$ cat src/rtl/assert_macros.svh
// Assertion helpers shared by the RTL; empty when synthesizing.
`ifndef ASSERT_MACROS_SVH
`define ASSERT_MACROS_SVH

`ifndef SYNTHESIS

// Property checked on every rising edge outside reset.
`define ASSERT_CLK(label, clk, rst_n, prop, msg) \
    label: assert property (@(posedge clk) disable iff (!rst_n) prop) else $error(msg);

// Condition that must never be true outside reset.
`define ASSERT_NEVER(label, clk, rst_n, cond, msg) \
    label: assert property (@(posedge clk) disable iff (!rst_n) !(cond)) else $error(msg);

`else

`define ASSERT_CLK(label, clk, rst_n, prop, msg)
`define ASSERT_NEVER(label, clk, rst_n, cond, msg)

`endif

`endif

$ cat src/rtl/gmap_pkg.sv
package gmap_pkg;

    localparam int DEFAULT_WINDOW_DEPTH = 64;
    localparam int DEFAULT_SAMPLE_BITS  = 32;

    // width of the window length field as written on the config port
    localparam int CFG_LEN_WIDTH = 7;
    localparam int CFG_INDEX_WIDTH = 2;

    typedef enum logic [CFG_INDEX_WIDTH-1:0] {
        REG_LOWER_BOUND   = 2'd0,
        REG_UPPER_BOUND   = 2'd1,
        REG_WINDOW_LENGTH = 2'd2
    } cfg_reg_t;

    typedef enum logic [2:0] {
        ST_IDLE,
        ST_READ,
        ST_START,
        ST_DIV,
        ST_DONE
    } state_t;

    typedef struct packed {
        logic busy;
        logic done;
    } div_stat_t;

endpackage

$ cat src/rtl/gmap_divider.sv
`include "assert_macros.svh"

module gmap_divider #(
    parameter int SUM_BITS = gmap_pkg::DEFAULT_SAMPLE_BITS + 6,
    parameter int LEN_BITS = 7
) (
    input  logic                        clk,
    input  logic                        rst_n,
    input  logic                        start,
    input  logic signed [SUM_BITS-1:0]  dividend,
    input  logic        [LEN_BITS-1:0]  divisor,
    output gmap_pkg::div_stat_t         stat,
    output logic signed [SUM_BITS-1:0]  quotient
);
    import gmap_pkg::*;

    localparam int CNT_BITS = $clog2(SUM_BITS + 1);

    logic                busy_reg;
    logic                done_reg;
    logic [CNT_BITS-1:0] cnt_reg;
    logic                neg_reg;
    logic [SUM_BITS-1:0] shift_reg;
    logic [SUM_BITS-1:0] shift_next;
    logic [LEN_BITS-1:0] rem_reg;
    logic [LEN_BITS-1:0] rem_next;
    logic [LEN_BITS:0]   trial;
    logic [LEN_BITS:0]   trial_diff;
    logic                fits;
    logic [SUM_BITS-1:0] dividend_mag;

    assign dividend_mag = dividend[SUM_BITS-1] ? SUM_BITS'(-dividend) : SUM_BITS'(dividend);

    // one restoring step: bring down the next dividend bit, subtract if it fits
    always_comb
    begin
        trial      = {rem_reg, shift_reg[SUM_BITS-1]};
        trial_diff = trial - (LEN_BITS + 1)'(divisor);
        fits       = (trial >= (LEN_BITS + 1)'(divisor));
        rem_next   = fits ? trial_diff[LEN_BITS-1:0] : trial[LEN_BITS-1:0];
        shift_next = {shift_reg[SUM_BITS-2:0], fits};
    end

    always_ff @(posedge clk or negedge rst_n)
    begin
        if (!rst_n)
        begin
            busy_reg <= 1'b0;
            done_reg <= 1'b0;
            cnt_reg  <= '0;
        end
        else
        begin
            done_reg <= 1'b0;
            if (start)
            begin
                busy_reg <= 1'b1;
                cnt_reg  <= CNT_BITS'(SUM_BITS);
            end
            else if (busy_reg)
            begin
                cnt_reg <= cnt_reg - CNT_BITS'(1);
                if (cnt_reg == CNT_BITS'(1))
                begin
                    busy_reg <= 1'b0;
                    done_reg <= 1'b1;
                end
            end
        end
    end

    always_ff @(posedge clk)
    begin
        if (start)
        begin
            shift_reg <= dividend_mag;
            rem_reg   <= '0;
            neg_reg   <= dividend[SUM_BITS-1];
        end
        else if (busy_reg)
        begin
            shift_reg <= shift_next;
            rem_reg   <= rem_next;
        end
    end

    // truncate toward zero: divide magnitudes, then restore the sign
    assign quotient  = neg_reg ? -$signed(shift_reg) : $signed(shift_reg);
    assign stat.busy = busy_reg;
    assign stat.done = done_reg;

    `ASSERT_NEVER(a_start_while_busy, clk, rst_n, start && busy_reg, "divider restarted while busy")
    `ASSERT_CLK(a_busy_count, clk, rst_n, busy_reg |-> (cnt_reg != '0), "busy with no steps left")
    `ASSERT_CLK(a_done_after_busy, clk, rst_n, done_reg |-> ($past(busy_reg) && !busy_reg), "done without a finished run")

endmodule

$ cat src/rtl/gated_moving_average_peaks_unit.sv
// Gated moving average with peak tracking. Each transfer on the input channel
// carries one signed fixed-point sample; a sample outside [lower_bound,
// upper_bound] is dropped and the result repeats the last accepted sample with
// accepted low. An accepted sample replaces the oldest entry of a circular
// window of window_length entries (entries still zero from reset or from a
// length write count), and the result is the window sum divided by the length,
// truncated toward zero, together with the running maximum of accepted samples
// below upper_bound and minimum of those above lower_bound. Accepted samples
// go through the bit-per-cycle divider; dropped samples skip it. One item is
// in flight at a time, and the next input is taken while the previous result
// waits in the output register. Writing window_length clears the window at
// once; writing lower_bound restarts the maximum tracker and upper_bound the
// minimum one. Write configuration only when idle.
`include "assert_macros.svh"

module gated_moving_average_peaks_unit #(
    parameter int WINDOW_DEPTH = gmap_pkg::DEFAULT_WINDOW_DEPTH,
    parameter int SAMPLE_BITS  = gmap_pkg::DEFAULT_SAMPLE_BITS
) (
    input  logic                          clk,
    input  logic                          rst_n,
    input  logic                          cfg_we,
    input  gmap_pkg::cfg_reg_t            cfg_index,
    input  logic        [SAMPLE_BITS-1:0] cfg_data,
    input  logic                          in_valid,
    output logic                          in_stall,
    input  logic signed [SAMPLE_BITS-1:0] sample,
    output logic                          out_valid,
    input  logic                          out_stall,
    output logic signed [SAMPLE_BITS-1:0] average_out,
    output logic                          accepted,
    output logic signed [SAMPLE_BITS-1:0] peak_max,
    output logic signed [SAMPLE_BITS-1:0] peak_min
);
    import gmap_pkg::*;

    localparam int SLOT_BITS  = $clog2(WINDOW_DEPTH);
    localparam int LEN_BITS   = $clog2(WINDOW_DEPTH + 1);
    localparam int SUM_BITS   = SAMPLE_BITS + SLOT_BITS;
    localparam int CLAMP_BITS = (LEN_BITS > CFG_LEN_WIDTH) ? LEN_BITS : CFG_LEN_WIDTH;
    localparam logic signed [SAMPLE_BITS-1:0] SAMPLE_MIN = {1'b1, {(SAMPLE_BITS-1){1'b0}}};
    localparam logic signed [SAMPLE_BITS-1:0] SAMPLE_MAX = {1'b0, {(SAMPLE_BITS-1){1'b1}}};

    state_t state_reg;
    state_t state_next;

    // configuration
    logic signed [SAMPLE_BITS-1:0] lower_reg;
    logic signed [SAMPLE_BITS-1:0] upper_reg;
    logic        [LEN_BITS-1:0]    len_reg;
    logic        [LEN_BITS-1:0]    len_next;
    logic [CFG_LEN_WIDTH-1:0]      len_raw;
    logic [CLAMP_BITS-1:0]         len_wide;

    // window state
    logic signed [SAMPLE_BITS-1:0] win_mem [WINDOW_DEPTH];
    logic                          wrapped_reg;
    logic signed [SAMPLE_BITS-1:0] rd_data_reg;
    logic                          rd_valid_reg;
    logic        [SLOT_BITS-1:0]   write_slot_reg;
    logic        [SLOT_BITS-1:0]   write_slot_next;
    logic        [LEN_BITS-1:0]    slot_inc;
    logic signed [SUM_BITS-1:0]    sum_reg;
    logic signed [SUM_BITS-1:0]    sum_next;
    logic signed [SAMPLE_BITS-1:0] old_val;
    logic signed [SAMPLE_BITS-1:0] last_reg;
    logic signed [SAMPLE_BITS-1:0] max_reg;
    logic signed [SAMPLE_BITS-1:0] min_reg;

    // item in flight
    logic signed [SAMPLE_BITS-1:0] sample_reg;
    logic                          gate_reg;
    logic                          in_range;

    // output register
    logic                          out_valid_reg;
    logic signed [SAMPLE_BITS-1:0] average_reg;
    logic                          accepted_reg;
    logic signed [SAMPLE_BITS-1:0] peak_max_reg;
    logic signed [SAMPLE_BITS-1:0] peak_min_reg;

    // sequencer strobes
    logic load_item;
    logic update;
    logic div_start;
    logic load_out;

    div_stat_t                  div_stat;
    logic signed [SUM_BITS-1:0] div_quot;

    always_ff @(posedge clk or negedge rst_n)
    begin
        if (!rst_n)
            state_reg <= ST_IDLE;
        else
            state_reg <= state_next;
    end

    always_comb
    begin
        state_next = state_reg;
        in_stall   = 1'b1;
        load_item  = 1'b0;
        update     = 1'b0;
        div_start  = 1'b0;
        load_out   = 1'b0;
        unique case (state_reg)
            ST_IDLE:
            begin
                in_stall = 1'b0;
                if (in_valid)
                begin
                    load_item  = 1'b1;
                    state_next = ST_READ;
                end
            end
            ST_READ:
            begin
                if (gate_reg)
                begin
                    update     = 1'b1;
                    state_next = ST_START;
                end
                else
                    state_next = ST_DONE;
            end
            ST_START:
            begin
                div_start  = 1'b1;
                state_next = ST_DIV;
            end
            ST_DIV:
            begin
                if (div_stat.done)
                    state_next = ST_DONE;
            end
            ST_DONE:
            begin
                if (!out_valid_reg || !out_stall)
                begin
                    load_out   = 1'b1;
                    state_next = ST_IDLE;
                end
            end
            default:
                state_next = ST_IDLE;
        endcase
    end

    // clamp the written length into 1..WINDOW_DEPTH
    always_comb
    begin
        len_raw  = cfg_data[CFG_LEN_WIDTH-1:0];
        len_wide = CLAMP_BITS'(len_raw);
        if (len_raw == '0)
            len_next = LEN_BITS'(1);
        else if (len_wide > CLAMP_BITS'(WINDOW_DEPTH))
            len_next = LEN_BITS'(WINDOW_DEPTH);
        else
            len_next = len_wide[LEN_BITS-1:0];
    end

    assign in_range = (sample >= lower_reg) && (sample <= upper_reg);

    // read-modify-write of the oldest entry; an entry never written reads as zero
    always_comb
    begin
        old_val  = rd_valid_reg ? rd_data_reg : '0;
        sum_next = sum_reg - {{SLOT_BITS{old_val[SAMPLE_BITS-1]}}, old_val}
                           + {{SLOT_BITS{sample_reg[SAMPLE_BITS-1]}}, sample_reg};
        slot_inc = LEN_BITS'(write_slot_reg) + LEN_BITS'(1);
        write_slot_next = (slot_inc == len_reg) ? '0 : slot_inc[SLOT_BITS-1:0];
    end

    always_ff @(posedge clk)
    begin
        if (load_item)
            rd_data_reg <= win_mem[write_slot_reg];
        if (update)
            win_mem[write_slot_reg] <= sample_reg;
    end

    always_ff @(posedge clk)
    begin
        if (load_item)
        begin
            sample_reg   <= sample;
            gate_reg     <= in_range;
            rd_valid_reg <= wrapped_reg;
        end
    end

    // slots fill in order from zero, so all of them hold data once the slot wraps
    always_ff @(posedge clk or negedge rst_n)
    begin
        if (!rst_n)
            wrapped_reg <= 1'b0;
        else if (cfg_we && cfg_index == REG_WINDOW_LENGTH)
            wrapped_reg <= 1'b0;
        else if (update && slot_inc == len_reg)
            wrapped_reg <= 1'b1;
    end

    always_ff @(posedge clk or negedge rst_n)
    begin
        if (!rst_n)
        begin
            lower_reg      <= SAMPLE_MIN;
            upper_reg      <= SAMPLE_MAX;
            len_reg        <= LEN_BITS'(WINDOW_DEPTH);
            max_reg        <= SAMPLE_MIN;
            min_reg        <= SAMPLE_MAX;
            sum_reg        <= '0;
            write_slot_reg <= '0;
            last_reg       <= '0;
        end
        else if (cfg_we)
        begin
            unique case (cfg_index)
                REG_LOWER_BOUND:
                begin
                    lower_reg <= cfg_data;
                    max_reg   <= cfg_data;
                end
                REG_UPPER_BOUND:
                begin
                    upper_reg <= cfg_data;
                    min_reg   <= cfg_data;
                end
                REG_WINDOW_LENGTH:
                begin
                    len_reg        <= len_next;
                    sum_reg        <= '0;
                    write_slot_reg <= '0;
                end
                default:
                begin
                    // unknown index: ignore the write
                end
            endcase
        end
        else if (update)
        begin
            sum_reg        <= sum_next;
            write_slot_reg <= write_slot_next;
            last_reg       <= sample_reg;
            if (sample_reg > max_reg && sample_reg < upper_reg)
                max_reg <= sample_reg;
            if (sample_reg < min_reg && sample_reg > lower_reg)
                min_reg <= sample_reg;
        end
    end

    gmap_divider #(
        .SUM_BITS (SUM_BITS),
        .LEN_BITS (LEN_BITS)
    ) u_divider (
        .clk      (clk),
        .rst_n    (rst_n),
        .start    (div_start),
        .dividend (sum_reg),
        .divisor  (len_reg),
        .stat     (div_stat),
        .quotient (div_quot)
    );

    always_ff @(posedge clk or negedge rst_n)
    begin
        if (!rst_n)
            out_valid_reg <= 1'b0;
        else if (load_out)
            out_valid_reg <= 1'b1;
        else if (!out_stall)
            out_valid_reg <= 1'b0;
    end

    always_ff @(posedge clk)
    begin
        if (load_out)
        begin
            // dropped sample: repeat the last accepted one
            average_reg  <= gate_reg ? div_quot[SAMPLE_BITS-1:0] : last_reg;
            accepted_reg <= gate_reg;
            peak_max_reg <= max_reg;
            peak_min_reg <= min_reg;
        end
    end

    assign out_valid   = out_valid_reg;
    assign average_out = average_reg;
    assign accepted    = accepted_reg;
    assign peak_max    = peak_max_reg;
    assign peak_min    = peak_min_reg;

    `ASSERT_CLK(a_slot_in_window, clk, rst_n, LEN_BITS'(write_slot_reg) < len_reg, "write slot beyond window length")
    `ASSERT_CLK(a_one_item, clk, rst_n, (in_valid && !in_stall) |=> (state_reg == ST_READ), "input taken while an item is in flight")
    `ASSERT_CLK(a_drop_skips_div, clk, rst_n, (state_reg == ST_DIV) |-> gate_reg, "dropped sample reached the divider")
    `ASSERT_NEVER(a_div_overlap, clk, rst_n, div_start && div_stat.busy, "divider started while busy")

endmodule
$ cat config.mk
export PLATFORM = sky130hd
export DESIGN_NAME = gated_moving_average_peaks_unit
export DESIGN_NICKNAME = d
export VERILOG_FILES = /design/src/rtl/gmap_pkg.sv /design/src/rtl/gmap_divider.sv /design/src/rtl/gated_moving_average_peaks_unit.sv
export VERILOG_INCLUDE_DIRS = /design/src /design/src/rtl
export SDC_FILE = /design/constraint.sdc
export NUM_CORES = 2
export LEC_CHECK = 0
export ABC_AREA = 0
export BUFFER_PORTS_ARGS = -buffer_cell sky130_fd_sc_hd__buf_2
export CAP_MARGIN = 30
export CORE_MARGIN = 5
export CORE_UTILIZATION = 42
export CTS_CLUSTER_SIZE = 25
export DETAILED_ROUTE_END_ITERATION = 7
export GPL_TIMING_DRIVEN = 0
export REMOVE_ABC_BUFFERS = 1
export SYNTH_ARGS = -nofsm -noshare
export SYNTH_HDL_FRONTEND = slang
export SYNTH_HIERARCHICAL = 1
export SYNTH_SLANG_ARGS = --single-unit
$ cat constraint.sdc
create_clock -name clk -period 5.8 [get_ports clk]
set_input_delay 0.58 -clock clk [delete_from_list [all_inputs] [get_ports clk]]
set_output_delay 0.58 -clock clk [all_outputs]
set_load 0.005 [all_outputs]
After elaboration in Yosys (flattened, before gate mapping)
Memories as Yosys holds them, arrays and structs flattened. A register that Yosys moved wholly into a read port is not among the register bits.
Index checks and enable logic that the tools add are counted.
{"block": "totals", "regBits": 401, "memories": 1, "mem_bits_rw": 2048, "elab_cells": 131}
{"block": "op_classes", "bitwise_logic": 1, "n_lt_le_gt_ge": 8, "muxes": 51, "n_addsub": 7, "reduce_logical": 24, "eq_ne": 15}
{"name": "win_mem", "words": 64, "width": 32, "read_ports": 1, "rd_clocked_by_memory_dff": 1, "write_ports": 1, "line": "gated_moving_average_peaks_unit.sv:56", "text": "logic signed [SAMPLE_BITS-1:0] win_mem [WINDOW_DEPTH];"}
{"cell": "$mux 32", "count": 11}
{"cell": "$mux 38", "count": 6}
{"cell": "$gt 32x32->1", "count": 2}
{"cell": "$lt 32x32->1", "count": 2}
{"cell": "$add 38x38->38", "count": 1}
{"cell": "$neg 38->38", "count": 1}
{"cell": "$sub 38x38->38", "count": 1}
{"cell": "$mux 6", "count": 6}
{"cell": "$ge 32x32->1", "count": 1}
{"cell": "$le 32x32->1", "count": 1}
{"cell": "$neg 32->32", "count": 1}
{"cell": "$mux 7", "count": 3}
{"cell": "$mux 1", "count": 20}
{"cell": "$pmux 3 s5", "count": 1}
{"cell": "$mux 3", "count": 4}
{"cell": "$ne 2x1->1 const B", "count": 5}
{"cell": "$reduce_and 2->1", "count": 5}
{"cell": "$reduce_bool 2->1", "count": 5}
{"cell": "$reduce_and 3->1", "count": 3}
{"cell": "$ge 8x7->1", "count": 1}
{"cell": "$add 6x1->7 const B", "count": 1}
{"cell": "$eq 7x7->1", "count": 1}
{"cell": "$gt 7x7->1 const B", "count": 1}
{"cell": "$logic_not 7->1", "count": 1}
{"cell": "other kinds (15)", "count": 22}

Logic depth before layout (Yosys ltp)
{"block": "depth", "ltp_word": 5, "mapped_depth": 15, "mapped_depth_nobuf": 15}

Cells and area by module
Netlist, hierarchy kept.
{"mod": "gated_moving_average_peaks_unit", "cells_each": 5845, "area_per_inst_um2": 95142.5, "seq_area_each_um2": 71880.2, "instances": 1}
{"mod": "gmap_divider", "cells_each": 493, "area_per_inst_um2": 4289.1, "seq_area_each_um2": 1511.4, "instances": 1}

Worst setup path before layout
OpenSTA, ideal clock, no wires.
{"block": "synth_timing", "path_type": "register to register", "start": "register state_reg[2]", "end": "register accepted_reg (netlist: accepted) (enable)", "t_required_ps": 5216, "stages_incl_launch_ff": 4, "arrival_time_ps": 5343, "synth_period_minus_slack_ps": 5927, "path_buffers": 1, "path_slack_ps": -127, "setup_ps": 584, "path_cell_list": "dfrtp_1 clkbuf_1 nand2_1 a21oi_1"}
{"block": "synth_between", "elab_chain_cells": 2}
{"element": "start: declaration", "line": "gated_moving_average_peaks_unit.sv:44", "text": "state_t state_reg;"}
{"element": "start signal: assignment", "line": "gated_moving_average_peaks_unit.sv:96", "text": "state_reg <= state_next;"}
{"element": "$eq 3x3->1", "line": "gated_moving_average_peaks_unit.sv:107", "text": "unique case (state_reg)"}
{"element": "$mux 1", "line": "gated_moving_average_peaks_unit.sv:107"}
{"element": "via load_out", "line": "gated_moving_average_peaks_unit.sv:86", "text": "logic load_out;"}
{"element": "end signal: assignment", "line": "gated_moving_average_peaks_unit.sv:283", "text": "accepted_reg <= gate_reg;"}
{"element": "end: declaration", "line": "gated_moving_average_peaks_unit.sv:78", "text": "logic accepted_reg;"}
The timed path passes the listed nets, and every way through them passes these cells.
A chain may end at the register's enable or synchronous reset.

Final worst setup path
{"block": "layout_timing", "start": "register sample_reg[0]", "end": "register max_reg[0]"}
{"block": "layout_between", "elab_chain_cells": 4, "elab_cells_between_ends": 8, "cone_classes": "2 x order compare; 3 x mux; 3 x reduce/logical"}
{"element": "start: declaration", "line": "gated_moving_average_peaks_unit.sv:71", "text": "logic signed [SAMPLE_BITS-1:0] sample_reg;"}
{"element": "start signal: assignment", "line": "gated_moving_average_peaks_unit.sv:187", "text": "sample_reg <= sample;"}
{"element": "$gt 32x32->1 / $lt 32x32->1 (equally long branches)", "line": "gated_moving_average_peaks_unit.sv:247", "text": "if (sample_reg > max_reg && sample_reg < upper_reg)"}
{"element": "$logic_and 1x1->1", "line": "gated_moving_average_peaks_unit.sv:247"}
{"element": "$reduce_bool 2->1 (no source line)"}
{"element": "$reduce_and 3->1 (no source line)"}
{"element": "end signal: assignment", "line": "gated_moving_average_peaks_unit.sv:223", "text": "max_reg <= cfg_data;"}
{"element": "end signal: assignment", "line": "gated_moving_average_peaks_unit.sv:248", "text": "max_reg <= sample_reg;"}
{"element": "end: declaration", "line": "gated_moving_average_peaks_unit.sv:67", "text": "logic signed [SAMPLE_BITS-1:0] max_reg;"}
Parallel ways exist; a longest one is shown, timed or not. The select of a mux whose other input is x is not followed.

==> impl_metrics.ini <==
[grt]
first_pass_grt_wire_length_um = 426800
global_route.usage.total_pct = 23.86
grt_max_degree = 110
initial_antenna_violation_count = 28
globalRouteOverflowTotal = 0
vias_in_the_first_global_route = 59408

[clocking]
clk_pin_slew_ns = 0.06
root_buffer = sky130_fd_sc_hd__clkbuf_16
cts-buffers-inserted = 238
clock_sinks = 2481
clk-insertion-delay-late_ns = 0.93
clk_path_buf_depth = 3
cts_tree = done
cts.htree.levels = 4

[logic_synthesis]
syn_area_per_cell_um2 = 15.71
postSynthCellCount = 6321
synthesis.yosys.warnings = 6
syn-cell-area_mm2 = 0.09929

[sta]
setup_viol = 0
grt_setup_unrepaired = false
worst_clock_skew_ns = 0.07694
totalNegativeSetupSlack_ns = 0
worst_hold_slack_ns = 0.09129
timing.final.crit_share_pct = 87.14
post-route-min-period_ns = 5.054
worst_pin_slew_ns = 1.150
slew_viol_final = 0
report.final.hold_viol_count = 0
maxClockFrequency_mhz = 197.9
timing.max_slew.rel_slack_pct = 22.63

[routing]
finalWirelength_um = 299600
vias_per_cell = 6.013
met2_wirelength_from_detailed_routing_um = 136200
drt_iter0_markers = 7196
antenna_left = 0
wirelength_met1_um = 123200
first_pass_iters = 6
wire_per_inst_um = 29.49
drcViolationCount = 0
vias_after_detailed_routing = 61095
maxUsedRoutingLayer = met5
met3WireLength_um = 27710

[pwr]
ir_worst_vdd_mv = 0.3297
power.leakage_uw = 0.04033
design_power_total_uw = 52320
powerDensity_mw_per_mm2 = 440.4

[floorplanning]
die_span_y_um = 496.2
core.rowCount = 178
floorplan.initialDensity_pct = 42.22
die_x_um = 496.2
ios = 170
placeableCoreArea_mm2 = 0.2352
die-area_mm2 = 0.2462

[min_path]
min_path_type = in -> reg

[worst_setup_path]
setup.worst_path.start_class = flop
timing.critical_path.to_type = flop
cp_data_arrival_time_ns = 5.80
worst-path-max-fanout = 17
worst-setup-path-type = reg -> reg
crit_required_ns = 6.54

[final_layout]
regArea_mm2 = 0.07339
finish.net_count = 7146
final_core_utilization_pct = 50.52
flow.area_growth_from_synthesis_pct = 19.67
layout.filler_cells = 19279
most_common_cell_after_layout_fill_and_taps_aside = sky130_fd_sc_hd__edfxtp_1
layout_common_cells = sky130_fd_sc_hd__edfxtp_1, sky130_fd_sc_hd__a22oi_1, sky130_fd_sc_hd__inv_1
largest_register_ff_count = 2048
drive_gt1_share_pct = 15.72
multi_input_comb_area_mm2 = 0.02402

[placement]
port-buffer-count = 169
dp_hpwl_um = 205600
place.gp.congestion = 0.8411

[job]
max_cap_viol_count = 0

[status]
outcome = complete, no violations
per-stage QoR:
step                      setup WS (ns)  instances  cell area (um2)
after detailed placement         0.8340       9653           110500
after global routing             0.5386      10155           118800
final                            0.7458      10160           118800
after CTS                        0.7828      10139           118600
after global placement           -46.81       9279           102700
after floorplan                  -13.41       5960            97870
critical path, cell delays in order (launching register included):
cell	delay, ns
sky130_fd_sc_hd__edfxtp_1	0.95
sky130_fd_sc_hd__inv_1	0.46
sky130_fd_sc_hd__ha_1	0.32
sky130_fd_sc_hd__nor2b_1	0.10
sky130_fd_sc_hd__o211ai_1	0.13
sky130_fd_sc_hd__a2111oi_0	0.73
sky130_fd_sc_hd__a211oi_1	0.11
sky130_fd_sc_hd__o21ai_0	0.29
sky130_fd_sc_hd__a21oi_1	0.17
sky130_fd_sc_hd__xor2_1	0.22
sky130_fd_sc_hd__a31oi_4	0.80
sky130_fd_sc_hd__buf_12	0.27
sky130_fd_sc_hd__mux2_2	0.35
repair_timing:
| action | in CTS | in global routing |
|---|---|---|
| buffers inserted | 0 | 0 |
| resized for setup | 0 | 0 |
| endpoints found under the hold margin | 208 | 0 |
| hold buffers | 41 | 0 |
layer usage:
metal / global-route usage (%) / vias up
met2: 36.69 / 2856
met5: 0 / -
li1: - / 26301
met1: 33.33 / 31493
met3: 5.135 / 435
met4: 9.474 / 10
worst paths after layout:
check / cells past startpoint / endpoint / slack (ns) / startpoint
max: 12 / max_reg[0]$_DFFE_PN0P_ / 0.75 / sample_reg[0]$_DFFE_PP_
min: 3 / len_reg[2]$_DFFE_PN0P_ / 0.09 / cfg_data[2]
max reg2reg: 12 / max_reg[0]$_DFFE_PN0P_ / 0.75 / sample_reg[0]$_DFFE_PP_
min reg2reg: 0 / peak_max[4]$_DFFE_PP_ / 0.44 / max_reg[4]$_DFFE_PN0P_
max in group asynchronous: 3 / last_reg[21]$_DFFE_PN0P_ / 4.76 / rst_n
min in group asynchronous: 2 / max_reg[26]$_DFFE_PN0P_ / 0.12 / rst_n
power by group:
part	switching (uW)	internal, uW
combinational	8860	5680
clock	6780	8500
sequential	1030	21500
final cells by class:
cell class	instances	share of cell area [%]
flip-flops and latches	2481	61.77
well taps	3150	3.317
inverters	299	0.9446
clock buffers	302	5.300
repair buffers	597	7.250
multi-input cells	3180	20.22
diodes	8	0.01685
clock inverters	143	1.181
(Power assumes the default switching activity.)
